`src/ioct_pkg.sv`:
```
// ============================================================================
// ioct_pkg
// Shared types and codes for the in-flight offset commit tracker.
// ============================================================================
package ioct_pkg;

    localparam int OffsetW = 63;

    // request codes on the input channel
    localparam logic [1:0] ReqDeliver = 2'd0;
    localparam logic [1:0] ReqAck     = 2'd1;
    localparam logic [1:0] ReqCommit  = 2'd2;

    typedef logic [OffsetW-1:0] offset_t;

    typedef enum logic [1:0] {
        CELL_HOLD,
        CELL_INSERT,
        CELL_REMOVE
    } cell_op_t;

    // broadcast to every cell of the chain
    typedef struct packed {
        cell_op_t op;
        offset_t  offset;
    } cell_cmd_t;

    // contents handed between neighboring cells
    typedef struct packed {
        logic    valid;
        offset_t offset;
    } cell_link_t;

endpackage

```
`src/ioct_cell.sv`:
```
// ============================================================================
// ioct_cell
// One entry of the sorted chain. Valid entries sit packed at the head in
// ascending order; an insert shifts the tail right, a remove shifts it left.
// ============================================================================
module ioct_cell (
    input  logic                 clk,
    input  logic                 rst_n,
    input  ioct_pkg::cell_cmd_t  cmd,
    input  ioct_pkg::cell_link_t left,
    input  logic                 left_lt,
    input  ioct_pkg::cell_link_t right,
    output ioct_pkg::cell_link_t here,
    output logic                 lt,
    output logic                 match
);

    logic              valid_reg;
    logic              valid_next;
    ioct_pkg::offset_t offset_reg;
    ioct_pkg::offset_t offset_next;

    assign lt    = valid_reg && (offset_reg < cmd.offset);
    assign match = valid_reg && (offset_reg == cmd.offset);

    assign here.valid  = valid_reg;
    assign here.offset = offset_reg;

    always_comb
    begin
        valid_next  = valid_reg;
        offset_next = offset_reg;
        case (cmd.op)
            ioct_pkg::CELL_INSERT:
            begin
                if (!lt)
                begin
                    if (left_lt)
                    begin
                        valid_next  = 1'b1;
                        offset_next = cmd.offset;
                    end
                    else
                    begin
                        valid_next  = left.valid;
                        offset_next = left.offset;
                    end
                end
            end
            ioct_pkg::CELL_REMOVE:
            begin
                if (!lt)
                begin
                    valid_next  = right.valid;
                    offset_next = right.offset;
                end
            end
            default:
            begin
                valid_next  = valid_reg;
                offset_next = offset_reg;
            end
        endcase
    end

    always_ff @(posedge clk or negedge rst_n)
    begin
        if (!rst_n)
        begin
            valid_reg <= 1'b0;
        end
        else
        begin
            valid_reg <= valid_next;
        end
    end

    always_ff @(posedge clk)
    begin
        offset_reg <= offset_next;
    end

endmodule

```
`config.mk`:
```
export PLATFORM = sky130hd
export DESIGN_NAME = ioct_cell
export DESIGN_NICKNAME = d
export VERILOG_FILES = /design/src/ioct_pkg.sv /design/src/ioct_cell.sv
export SDC_FILE = /design/constraint.sdc
export NUM_CORES = 1
export LEC_CHECK = 0
export BUFFER_PORTS_ARGS = -buffer_cell sky130_fd_sc_hd__buf_2
export CORE_MARGIN = 2
export CORE_UTILIZATION = 46
export DETAILED_ROUTE_END_ITERATION = 8
export PLACE_DENSITY_LB_ADDON = 0.12
export SETUP_SLACK_MARGIN = 0.15
export SLEW_MARGIN = 10
export SYNTH_ARGS = -nofsm -noshare
export SYNTH_HDL_FRONTEND = slang
export SYNTH_SLANG_ARGS = --single-unit
```
`constraint.sdc`:
```
create_clock -name clk -period 5.5 [get_ports clk]
set_clock_uncertainty 0.15 [all_clocks]
set_input_delay 1.1 -clock clk [delete_from_list [all_inputs] [get_ports clk]]
set_output_delay 1.1 -clock clk [all_outputs]
set_load 0.1 [all_outputs]
```
# After elaboration in Yosys (flattened, before gate mapping)
# Index checks and enable logic that the tools add are counted.
dict set report op_classes {
  order_cmp 1
  n_eq_ne 5
  muxes 8
  reduce_logical 4
}
# operator count
set op_table {}
lappend op_table {{$mux W63} 3}
lappend op_table {{$pmux W63 S2} 1}
lappend op_table {{$eq A63 B63 Y1} 1}
lappend op_table {{$lt A63 B63 Y1} 1}
lappend op_table {{$ne A2 B2 Y1 const B} 2}
lappend op_table {{$mux W1} 3}
lappend op_table {{$reduce_and A3 Y1} 1}
lappend op_table {{$eq A2 B1 Y1 const B} 1}
lappend op_table {{$eq A2 B2 Y1 const B} 1}
lappend op_table {{$logic_and A1 B1 Y1} 2}
lappend op_table {{$pmux W1 S2} 1}
lappend op_table {{$reduce_bool A2 Y1} 1}
dict set report word_totals {
  ff_bits 64
  output_inout_bits 66
}

# Depth between registers and ports, before layout
# Gate-level depths: netlist (run 1).
dict set report depth {
  word_depth 4
  depth_mapped 8
}

# Worst setup path before layout (run 1)
# Ideal clock, no wire load.
dict set report synth_path {
  path_type {input -> register}
  start {in cmd[2] in the netlist's numbering}
  end {reg offset_reg[0], enable pin}
  setup_time_ns 0.698
  arrival_ns 6.269
  t_required_ns 4.652
  path_slack_ns -1.618
  stages 8
  n_path_buf 0
  cell_sequence {inv_1 ha_1 a21oi_1 o21a_1 o221ai_1 a2111o_1 a2111oi_2 nor2_1}
}
dict set report synth_via {
  elab_chain_cells 4
}
# element line
set synth_lines {}
lappend synth_lines {{start, declared} ioct_cell.sv:9} ;# input ioct_pkg::cell_cmd_t cmd,
lappend synth_lines {{$lt A63 B63 Y1 *} ioct_cell.sv:23} ;# assign lt = valid_reg && (offset_reg < cmd.offset);
lappend synth_lines {{$logic_and A1 B1 Y1 *} ioct_cell.sv:23}
lappend synth_lines {{named net lt} ioct_cell.sv:14} ;# output logic lt,
lappend synth_lines {{$ne A2 B2 Y1 (no source line)} --}
lappend synth_lines {{$reduce_and A3 Y1 (no source line) *} --}
lappend synth_lines {{end signal, assigned} ioct_cell.sv:80} ;# offset_reg <= offset_next;
lappend synth_lines {{end, declared} ioct_cell.sv:20} ;# ioct_pkg::offset_t offset_reg;
# The timed path passes the listed nets; every way through them passes the cells marked *.
# A chain may end at the register's enable or synchronous reset.

# Worst setup path after layout (run 1)
dict set report layout_path {
  start {in cmd[2] in the netlist's numbering}
  end {out lt}
}
dict set report layout_via {
  elab_chain_cells 2
}
# element line
set layout_lines {}
lappend layout_lines {{$lt A63 B63 Y1} ioct_cell.sv:23}
lappend layout_lines {{$logic_and A1 B1 Y1} ioct_cell.sv:23}
lappend layout_lines {{end, declared} ioct_cell.sv:14}
# No other way between the ends.

==> metrics.md, run 1 <==
| Metric | Value |
|---|---|
| Nets@finish | ~1000 |
| Die height | 107 µm |
| Crit path cell chain | buf_2 > inv_1 > ha_1 > a21oi_1 > o21a_1 > o221ai_1 > a2111o_1 > a2111oi_4 > buf_2 |
| Synth Area in Adders | 16.1% |
| Top FF cell, synth | edfxtp_1 |
| Filler Cell Count | 890 |
| Min Hold Slack | ~0.38 ns |
| First-pass GRT wire length | approximately 20 mm |
| GRT Total Usage | 22.6% |
| Inserted Clock Buffers | 9 |
| Mux cell area share after synthesis | 13.1% |
| Crit path required time | 4.25 ns |
| Gp weighted congestion | 0.833 |
| Crit Path Max Fanout | 3 |
| CTS tree | yes |
| Clk root buf | clkbuf_8 |
| Area grow syn2layout | 38.0% |
| Vias in the first global route | 4518 |
| Cell family with most CP delay | compound AO/OA/AOI/OAI gates |
| Synthesized Nets | 769 |
| Synthesized flop and latch total | 64 |
| Largest net degree at the start of global routing | 66 |
| Total gr overflow | 0 |
| Hold Vio Cnt, Final | 0 |
| Sequential-to-total area share from yosys stat | 39.3% |
| Largest register FFs | 63 |
| Worst-Skew Late Latency | 0.33 ns |
| Sink Count | 64 |
| Post-Syn Area | ~0.0049 mm² |
| Setup Fix Bufs, Post-CTS | 0 |
| R2r startpoint | offset_reg[62] |
| Drc violations | 0 |
| Hold-fix buffers, CTS | 0 |
| Share of cells above drive strength 1 | about two fifths |
| Commonest non-fill, non-tap cells in the layout | buf_2, nand2_1, o21ai_0 |
| Cells on worst reg2reg path | 8 |
| CP max stage delay | 0.51 ns |
| Unrepaired setup endpoints after global routing | false |
| Startpoint types | input pin |
| Outcome | finished clean |
| # resized after CTS | 0 |
| Initial core utilization | 47.3% |
| Setup CP Type | input pin to output port |
| Routed Antenna Nets | 0 |
| WL per Instance | roughly 15 µm |
| Cell repeated most along the worst path | buf_2 |
| Worst Path Arrival | 3.46 ns |
| Max rail drop VDD | 226 µV |
| Slew Limit Headroom | 22.8% |
| Post-layout minimum cycle time | 4.71 ns |
| Worst path slowest cell | buf_2 |
| DRT Wirelength | between 10 and 15 mm |
| Reg2reg setup slack | about 2.2 ns |
| Design Power | 2.01 mW |
| Via Count | 4589 |
| Worst slack, placed | 0.792 ns |
| Syn Inst Count | 510 |
| Port Buffer Count | 261 |
| Crit end category | output port |
| # rows | 37 |
| Setup violators final | 0 |
| Die area | 0.0115 mm² |
| Largest family of logic cells by synthesized area | adder cells |
| Max-Cap Viols | 0 |
| Setup ws final | 0.791 ns |
| Most common cell after layout, fill and taps aside | buf_2 |
| First-pass DRT Iterations | 4 |
| Core area | 0.0103 mm² |
| Xor/xnor share of the synthesized area | 0.179% |
| Netlist cell types | 41 |
| Power density over the cells | around 300 mW/mm² |
| Compound-Gate Fraction of Synth Area | 13.0% |
| ANT cells | 0 |
| Actual slew at the worst max-slew pin | 1.16 ns |
| Chip width | 107 µm |
| Max-slew violations | 0 |
| Number of synthesized flops with an enable pin | 63 |
| Post-synth ARST share | under 10% |
| Antenna violations before repair | 0 |
| Reg clk slew, reported paths | 0.07 ns |
| Worst flop-to-flop path endpoint | offset_reg[19] |
| Yosys warnings | 0 |
| Simple-gate area share of the yosys netlist | between 10% and 20% |
| H-tree depth | 3 |
| Syn Area/Cell | 9.58 µm² |
| Worst min path class | input pin to asynchronous set/reset pin |
| Initial DRC Count | approximately 200 |
| Vias per cell | between 5 and 6 |
| Final setup TNS | 0 ns |
| Final period util | a little under nine tenths |
| Lkg Pwr | about 3.3 nW |
| # IOs | 262 |
| Fmax | about 210 MHz |
| Clock Tree Buf Depth | 2 |
| Crit path buf inv count | 3 |
| HPWL after DPL | about 11 mm |
## routing by layer
layer	share of wire (%)	vias up	track usage (%)	routed length, µm
met2	51	178	41.5	6650
met3	7.4	11	5.71	972
met4	1.1	0	5.75	145
met1	41	2070	25.9	5360
li1	-	2330	-	-
met5	0	-	0	0
## cells in the mapped netlist (2+ instances only)
cell | count | area share [%]
nor2_1 | 8 | 0.61
buf_1 | 6 | 0.46
a21o_1 | 3 | 0.46
o21ai_0 | 69 | 7.1
nand2b_1 | 3 | 0.38
nor3_1 | 2 | 0.20
nor2b_1 | 2 | 0.26
mux2i_1 | 63 | 13
edfxtp_1 | 63 | 39
nand2_1 | 78 | 6.0
nand4_1 | 10 | 1.3
o21a_1 | 2 | 0.31
clkbuf_1 | 15 | 1.2
ha_1 | 63 | 16
a211oi_1 | 2 | 0.31
a21oi_1 | 27 | 2.8
nand3_1 | 5 | 0.51
inv_1 | 64 | 4.9
nand4_2 | 3 | 0.77
## cell families (layout without fill, tap and decap cells)
logic type,after synthesis,count (layout)
AO/OA/AOI/OAI,114,114
XOR/XNOR,1,1
adder cells (fa/ha/maj),63,63
buffers and inverters,86,343
flip-flops,64,64
multiplexers,64,64
AND/OR/NAND/NOR,118,118
## through the flow
| step | utilization, % | cell area (µm²) | std cells |
|---|---|---|---|
| after floorplan | - | 5120 | 510 |
| after global placement | 63.5 | 6560 | 887 |
| after detailed placement | 63.5 | 6560 | 887 |
| after CTS | 65.3 | 6740 | 903 |
| after global routing | 65.3 | 6740 | 903 |
| final | 65.3 | 6740 | 903 |
## power by group
part | leakage (nW) | switching, mW | internal, mW
registers | 0.607 | 0.0440 | 0.632
clock network | 0.0910 | 0.176 | 0.202
logic | 2.63 | 0.725 | 0.234
## worst max-delay path by stage
stage,from,endpoint,cells past startpoint
finish,cmd[2],lt,9
global route,cmd[2],lt,9
CTS,cmd[2],lt,9
detailed placement,cmd[2],lt,9
global placement,cmd[2],lt,9
floorplan,cmd[25],offset_reg[0],7
## layout make-up
| type | instances | area (µm²) | share of cell area (%) |
|---|---|---|---|
| Inverter | 64 | 260 | 3.86 |
| Multi-Input combinational cell | 360 | 2880 | 42.7 |
| Clock buffer | 16 | 180 | 2.67 |
| Tap cell | 136 | 170 | 2.53 |
| Timing Repair Buffer | 263 | 1340 | 19.8 |
| Sequential cell | 64 | 1920 | 28.4 |
Power figures use the tool's default switching activity.
==> run 2: changes to the inputs <==
CORE_ASPECT_RATIO = 0.7   (was unset)
==> run 2 against run 1 <==
Net effect: sequential power barely moved; via count rose by 0.87%; fmax rose by 1.1%; first-iteration DRC count fell by 37%; global-route usage rose by 1.6 points; clock power rose by 29%; final area rose by 0.95%; utilization rose by 0.41 points; power rose by 5.9%; largest cell class unchanged.
==> metrics.md, run 2 (same netlist as run 1, synthesis figures left out) <==
| Metric | Value |
|---|---|
| Port Buffer Count | 261 (unchanged) |
| GRT Total Usage | 24.2% (+1.6 points) |
| Share of cells above drive strength 1 | 41.0% (about the same) |
| HPWL after DPL | 11.2 mm (+5.4%) |
| Area after DPL | 0.00656 mm² (about the same) |
| Startpoint types | input pin |
| WL per Instance | 15.6 µm (+7.4%) |
| Clk root buf | clkbuf_16 |
| First-pass DRT Iterations | 4 (unchanged) |
| Fmax | 215 MHz (+1.1%) |
| Final instance area | 0.00680 mm² (+0.95%) |
| Sink Count | 64 (unchanged) |
| Area of the multi-input gates | 0.00288 mm² (unchanged) |
| Hold-fix buffers, CTS | 0 (unchanged) |
| Commonest non-fill, non-tap cells in the layout | buf_2, nand2_1, o21ai_0 |
| Core area | 0.0104 mm² (+0.31%) |
| Slew Limit Headroom | 28.4% (+5.6 points) |
| Setup violators final | 0 (unchanged) |
| Reg clk slew, reported paths | 0.05 ns (-0.02 ns) |
| DRT Wirelength | 14.0 mm (+6.7%) |
| CTS tree | yes |
| Total gr overflow | 0 (unchanged) |
| Filler Cell Count | 868 (-2.5%) |
| # rows | 31 (-16%) |
| Crit path buf inv count | 3 (unchanged) |
| First-pass GRT wire length | 22.0 mm (+7.7%) |
| Largest net degree at the start of global routing | 76 (+15%) |
| Drc violations | 0 (unchanged) |
| Utilization after layout | 65.7% (+0.41 points) |
| Setup ws final | 0.840 ns (+0.0494 ns) |
| # resized after CTS | 0 (unchanged) |
| Unrepaired setup endpoints after global routing | false |
| Worst-Skew Late Latency | 0.33 ns (about the same) |
| # IOs | 262 (unchanged) |
| Crit end category | output port |
| Vias per cell | 5.16 (+1.5%) |
| Setup Fix Bufs, Post-CTS | 0 (unchanged) |
| Crit Path Max Fanout | 3 (unchanged) |
| Largest register FFs | 63 (unchanged) |
| Worst min path class | input pin to asynchronous set/reset pin |
| Crit path cell chain | buf_2 > inv_1 > ha_1 > a21oi_1 > o21a_1 > o221ai_1 > a2111o_1 > a2111oi_4 > buf_2 |
| Die area | 0.0115 mm² (+0.11%) |
| Power density over the cells | 313 mW/mm² (+4.9%) |
| Hold Vio Cnt, Final | 0 (unchanged) |
| Area grow syn2layout | 39.3% |
| Lkg Pwr | 3.36 nW (+1.0%) |
| Post-layout minimum cycle time | 4.66 ns (-0.0494 ns) |
| Nets@finish | 1022 (+0.098%) |
| Die height | 90.2 µm (-16%) |
| Final period util | 84.7% (-0.90 points) |
| Setup CP Type | input pin to output port |
| Most common cell after layout, fill and taps aside | buf_2 |
| Non-Filler Instances | 897 (-0.66%) |
| Clock Tree Buf Depth | 2 (unchanged) |
| Chip width | 127 µm (+19%) |
| Design Power | 2.13 mW (+5.9%) |
| ANT cells | 0 (unchanged) |
| Outcome | finished clean |
| Cell family with most CP delay | compound AO/OA/AOI/OAI gates |
| CP max stage delay | 0.52 ns (about the same) |
| Gp weighted congestion | 0.832 (about the same) |
| Actual slew at the worst max-slew pin | 1.07 ns (-0.0820 ns) |
| Worst Path Arrival | 3.41 ns (-0.05 ns) |
| Final setup TNS | 0 ns (unchanged) |
| Max-Cap Viols | 0 (unchanged) |
| Inserted Clock Buffers | 9 (unchanged) |
| Placed Cells | 884 (-0.34%) |
| Initial core utilization | 47.2% (-0.15 points) |
| Routed Antenna Nets | 0 (unchanged) |
| Crit path required time | 4.25 ns (about the same) |
| Worst path slowest cell | buf_2 |
| H-tree depth | 3 (unchanged) |
| Antenna violations before repair | 1 (+1) |
| Via Count | 4629 (+0.87%) |
| Cell repeated most along the worst path | buf_2 |
| Max-slew violations | 0 (unchanged) |
| Vias in the first global route | 4603 (+1.9%) |
| Max rail drop VDD | 173 µV (-23%) |
| Register area | 0.00192 mm² (unchanged) |
| Min Hold Slack | 0.387 ns (+0.0100 ns) |
| Worst slack, placed | 0.832 ns (+0.0398 ns) |
| Initial DRC Count | 128 (-37%) |
==> run 2: final cells by class <==
class                   count  share of cell area, %
clock buffers              10                   3.37
multi-input cells         360                   42.3
clock inverters             3                  0.184
inverters                  64                   3.83
flip-flops and latches     64                   28.2
repair buffers            264                   19.8
well taps                 132                   2.43
==> run 2: routing by layer <==
| layer | vias up | routed length, µm | track usage [%] |
|---|---|---|---|
| li1 | 2330 | - | - |
| met1 | 2113 | 5950 | 28.7 |
| met2 | 166 | 6810 | 42.7 |
| met3 | 20 | 988 | 6.49 |
| met4 | 0 | 253 | 7.78 |
| met5 | - | 0 | 0 |
==> run 2: report_power, final <==
part / internal [mW] / switching [mW] / total (mW) / leakage, nW
Combinational: 0.237 / 0.730 / 0.967 / 2.64
Clock: 0.293 / 0.193 / 0.486 / 0.119
Sequential: 0.632 / 0.0455 / 0.678 / 0.607
==> run 2: path summary, 6_finish.rpt <==
check	from	end	slack, ns	cells past startpoint
worst max register to register	offset_reg[45]	offset_reg[19]	2.49	8
min in group clk	valid_reg	valid_reg	0.60	2
worst min register to register	valid_reg	valid_reg	0.60	2
worst max-delay path	cmd[2]	lt	0.84	9
max in group asynchronous	rst_n	valid_reg	4.73	1
worst min-delay path	rst_n	valid_reg	0.39	1
==> run 3: changes to the inputs <==
CORE_UTILIZATION = 42   (was 46)
clock period = 3.8 ns   (was 5.5 ns; I/O delays follow)
==> run 3 against run 2 <==
Net effect: sequential power grew 44%; cell count grew 3.0%; critical path depth shrank 1; global-route usage shrank 1.9 points; die area grew 9.2%; combinational power grew 47%; sequential share of layout area shrank 0.46 points; wire length grew 0.45%; register-to-register slack lost 1.7 ns; power grew 50%; first-iteration DRC count grew 10%; sequential cell count is the same; critical endpoint unchanged.
==> metrics.md, run 3 (same netlist as run 1, synthesis figures left out) <==
| Metric | Value |
|---|---|
| Max rail drop VDD | 300 µV (+73%) |
| Commonest non-fill, non-tap cells in the layout | buf_2, nand2_1, o21ai_0 |
| Initial core utilization | 43.7% (-3.4 points) |
| Worst flop-to-flop path endpoint | offset_reg[33] |
| Inserted Clock Buffers | 9 (unchanged) |
| # rows | 32 (+3.2%) |
| Cells on worst reg2reg path | 8 (unchanged) |
| Worst-Skew Late Latency | 0.33 ns (about the same) |
| Drc violations | 0 (unchanged) |
| Setup CP Type | input pin to output port |
| Setup ws final | 0.252 ns (-0.588 ns) |
| Filler Cell Count | 970 (+12%) |
| # IOs | 262 (unchanged) |
| Max-slew violations | 0 (unchanged) |
| GRT Total Usage | 22.3% (-1.9 points) |
| Port Buffer Count | 261 (unchanged) |
| Unrepaired setup endpoints after global routing | false |
| Reg2reg setup slack | 0.84 ns (-1.65 ns) |
| Worst Path Arrival | 2.64 ns (-0.77 ns) |
| Gp weighted congestion | 0.845 (+1.5%) |
| Die height | 94.2 µm (+4.4%) |
| Largest net degree at the start of global routing | 99 (+30%) |
| H-tree depth | 3 (unchanged) |
| Setup violators final | 0 (unchanged) |
| Die area | 0.0125 mm² (+9.2%) |
| Crit end category | output port |
| Antenna violations before repair | 0 (-1) |
| Reg clk slew, reported paths | 0.05 ns (about the same) |
| Vias per cell | 5.01 (-3.0%) |
| Crit Path Max Fanout | 3 (unchanged) |
| WL per Instance | 15.2 µm (-2.5%) |
| Final period util | 93.4% |
| Via Count | 4627 (-0.043%) |
| Clock Tree Buf Depth | 2 (unchanged) |
| Crit path required time | 2.89 ns (-1.36 ns) |
| Sink Count | 64 (unchanged) |
| First-pass GRT wire length | 21.9 mm (-0.44%) |
| R2r startpoint | offset_reg[28] |
| Power density over the cells | 463 mW/mm² (+48%) |
| HPWL after DPL | 11.3 mm (+0.55%) |
| Worst min path class | input pin to asynchronous set/reset pin |
| Core area | 0.0112 mm² (+7.9%) |
| DRT Wirelength | 14.1 mm (+0.45%) |
| Design Power | 3.20 mW (+50%) |
| CTS tree | yes |
| Lkg Pwr | 3.42 nW (+1.8%) |
| Outcome | finished clean |
| Slew Limit Headroom | 28.0% (-0.45 points) |
| Total gr overflow | 0 (unchanged) |
| Post-layout minimum cycle time | between 3 and 4 ns |
| Startpoint types | input pin |
| Hold Vio Cnt, Final | 0 (unchanged) |
| First-pass DRT Iterations | 6 (+2) |
| Clk root buf | clkbuf_16 |
| Vias in the first global route | 4530 (-1.6%) |
| Nets@finish | 1025 (+0.29%) |
| Chip width | 133 µm (+4.5%) |
| Most common cell after layout, fill and taps aside | buf_2 |
| Actual slew at the worst max-slew pin | 1.08 ns (+0.00680 ns) |
| Largest register FFs | 63 (unchanged) |
| Max-Cap Viols | 0 (unchanged) |
| Initial DRC Count | 141 (+10%) |
| Fmax | 282 MHz |
| Area grow syn2layout | 41.6% |
| Routed Antenna Nets | 0 (unchanged) |
| ANT cells | 0 (unchanged) |
| Share of cells above drive strength 1 | 39.8% (-1.2 points) |
| Worst slack, placed | 0.115 ns (-0.717 ns) |
==> run 3: where the power goes <==
group	switching, mW	internal [mW]
logic	1.06	0.365
registers	0.0645	0.914
clock network	0.299	0.501
==> run 3: worst max-delay path, stage by stage <==
cell,delay (ns)
buf_2,0.09
inv_1,0.04
ha_1,0.33
a21oi_1,0.20
o221ai_1,0.15
a2111o_1,0.44
a2111oi_4,0.40
buf_12,0.23
==> run 3: metrics by stage <==
step	setup TNS, ns	area, µm²	cells	utilization (%)	hold slack (ns)
floorplan	-131.18	5050	510	-	0.314
global placement	0	6580	907	58.9	0.386
detailed placement	0	6580	907	58.9	0.386
CTS	0	6870	923	61.5	0.0301
finish	0	6920	924	61.9	0.0450
global route	0	6920	924	61.9	0.0283
==> run 3: final cells by class <==
class	count	area [µm²]	share of cell area [%]
inverters	64	240	3.47
well taps	153	191	2.77
flip-flops and latches	64	1920	27.7
clock buffers	11	233	3.36
clock inverters	5	47.5	0.687
repair buffers	267	1420	20.5
multi-input cells	360	2870	41.4
==> run 3: worst max-delay path by stage <==
| stage | slack (ns) | cells past startpoint | startpoint | endpoint |
|---|---|---|---|---|
| 4_1_cts | 0.15 | 9 | cmd[45] | lt |
| 3_5_place_dp | 0.11 | 9 | cmd[45] | match |
| 3_3_place_gp | 0.13 | 9 | cmd[45] | match |
| 2_1_floorplan | -2.08 | 7 | offset_reg[62] | offset_reg[0] |
| 6_report | 0.25 | 8 | cmd[6] | lt |
| 5_1_grt | 0.15 | 9 | cmd[42] | lt |
==> run 3: what timing repair did <==
item	CTS	global route
hold buffers	0	0
endpoints found under the setup margin	1	2
pin swaps	0	7
setup buffers	0	1
hold endpoints to repair	0	0
gates resized for setup	1	5
==> run 3: metal layers <==
| metal | share of wire (%) | track usage (%) |
|---|---|---|
| met1 | 45 | 28.5 |
| met2 | 47 | 37.7 |
| met3 | 6.7 | 5.45 |
| met4 | 1.5 | 6.90 |
| met5 | 0 | 0 |
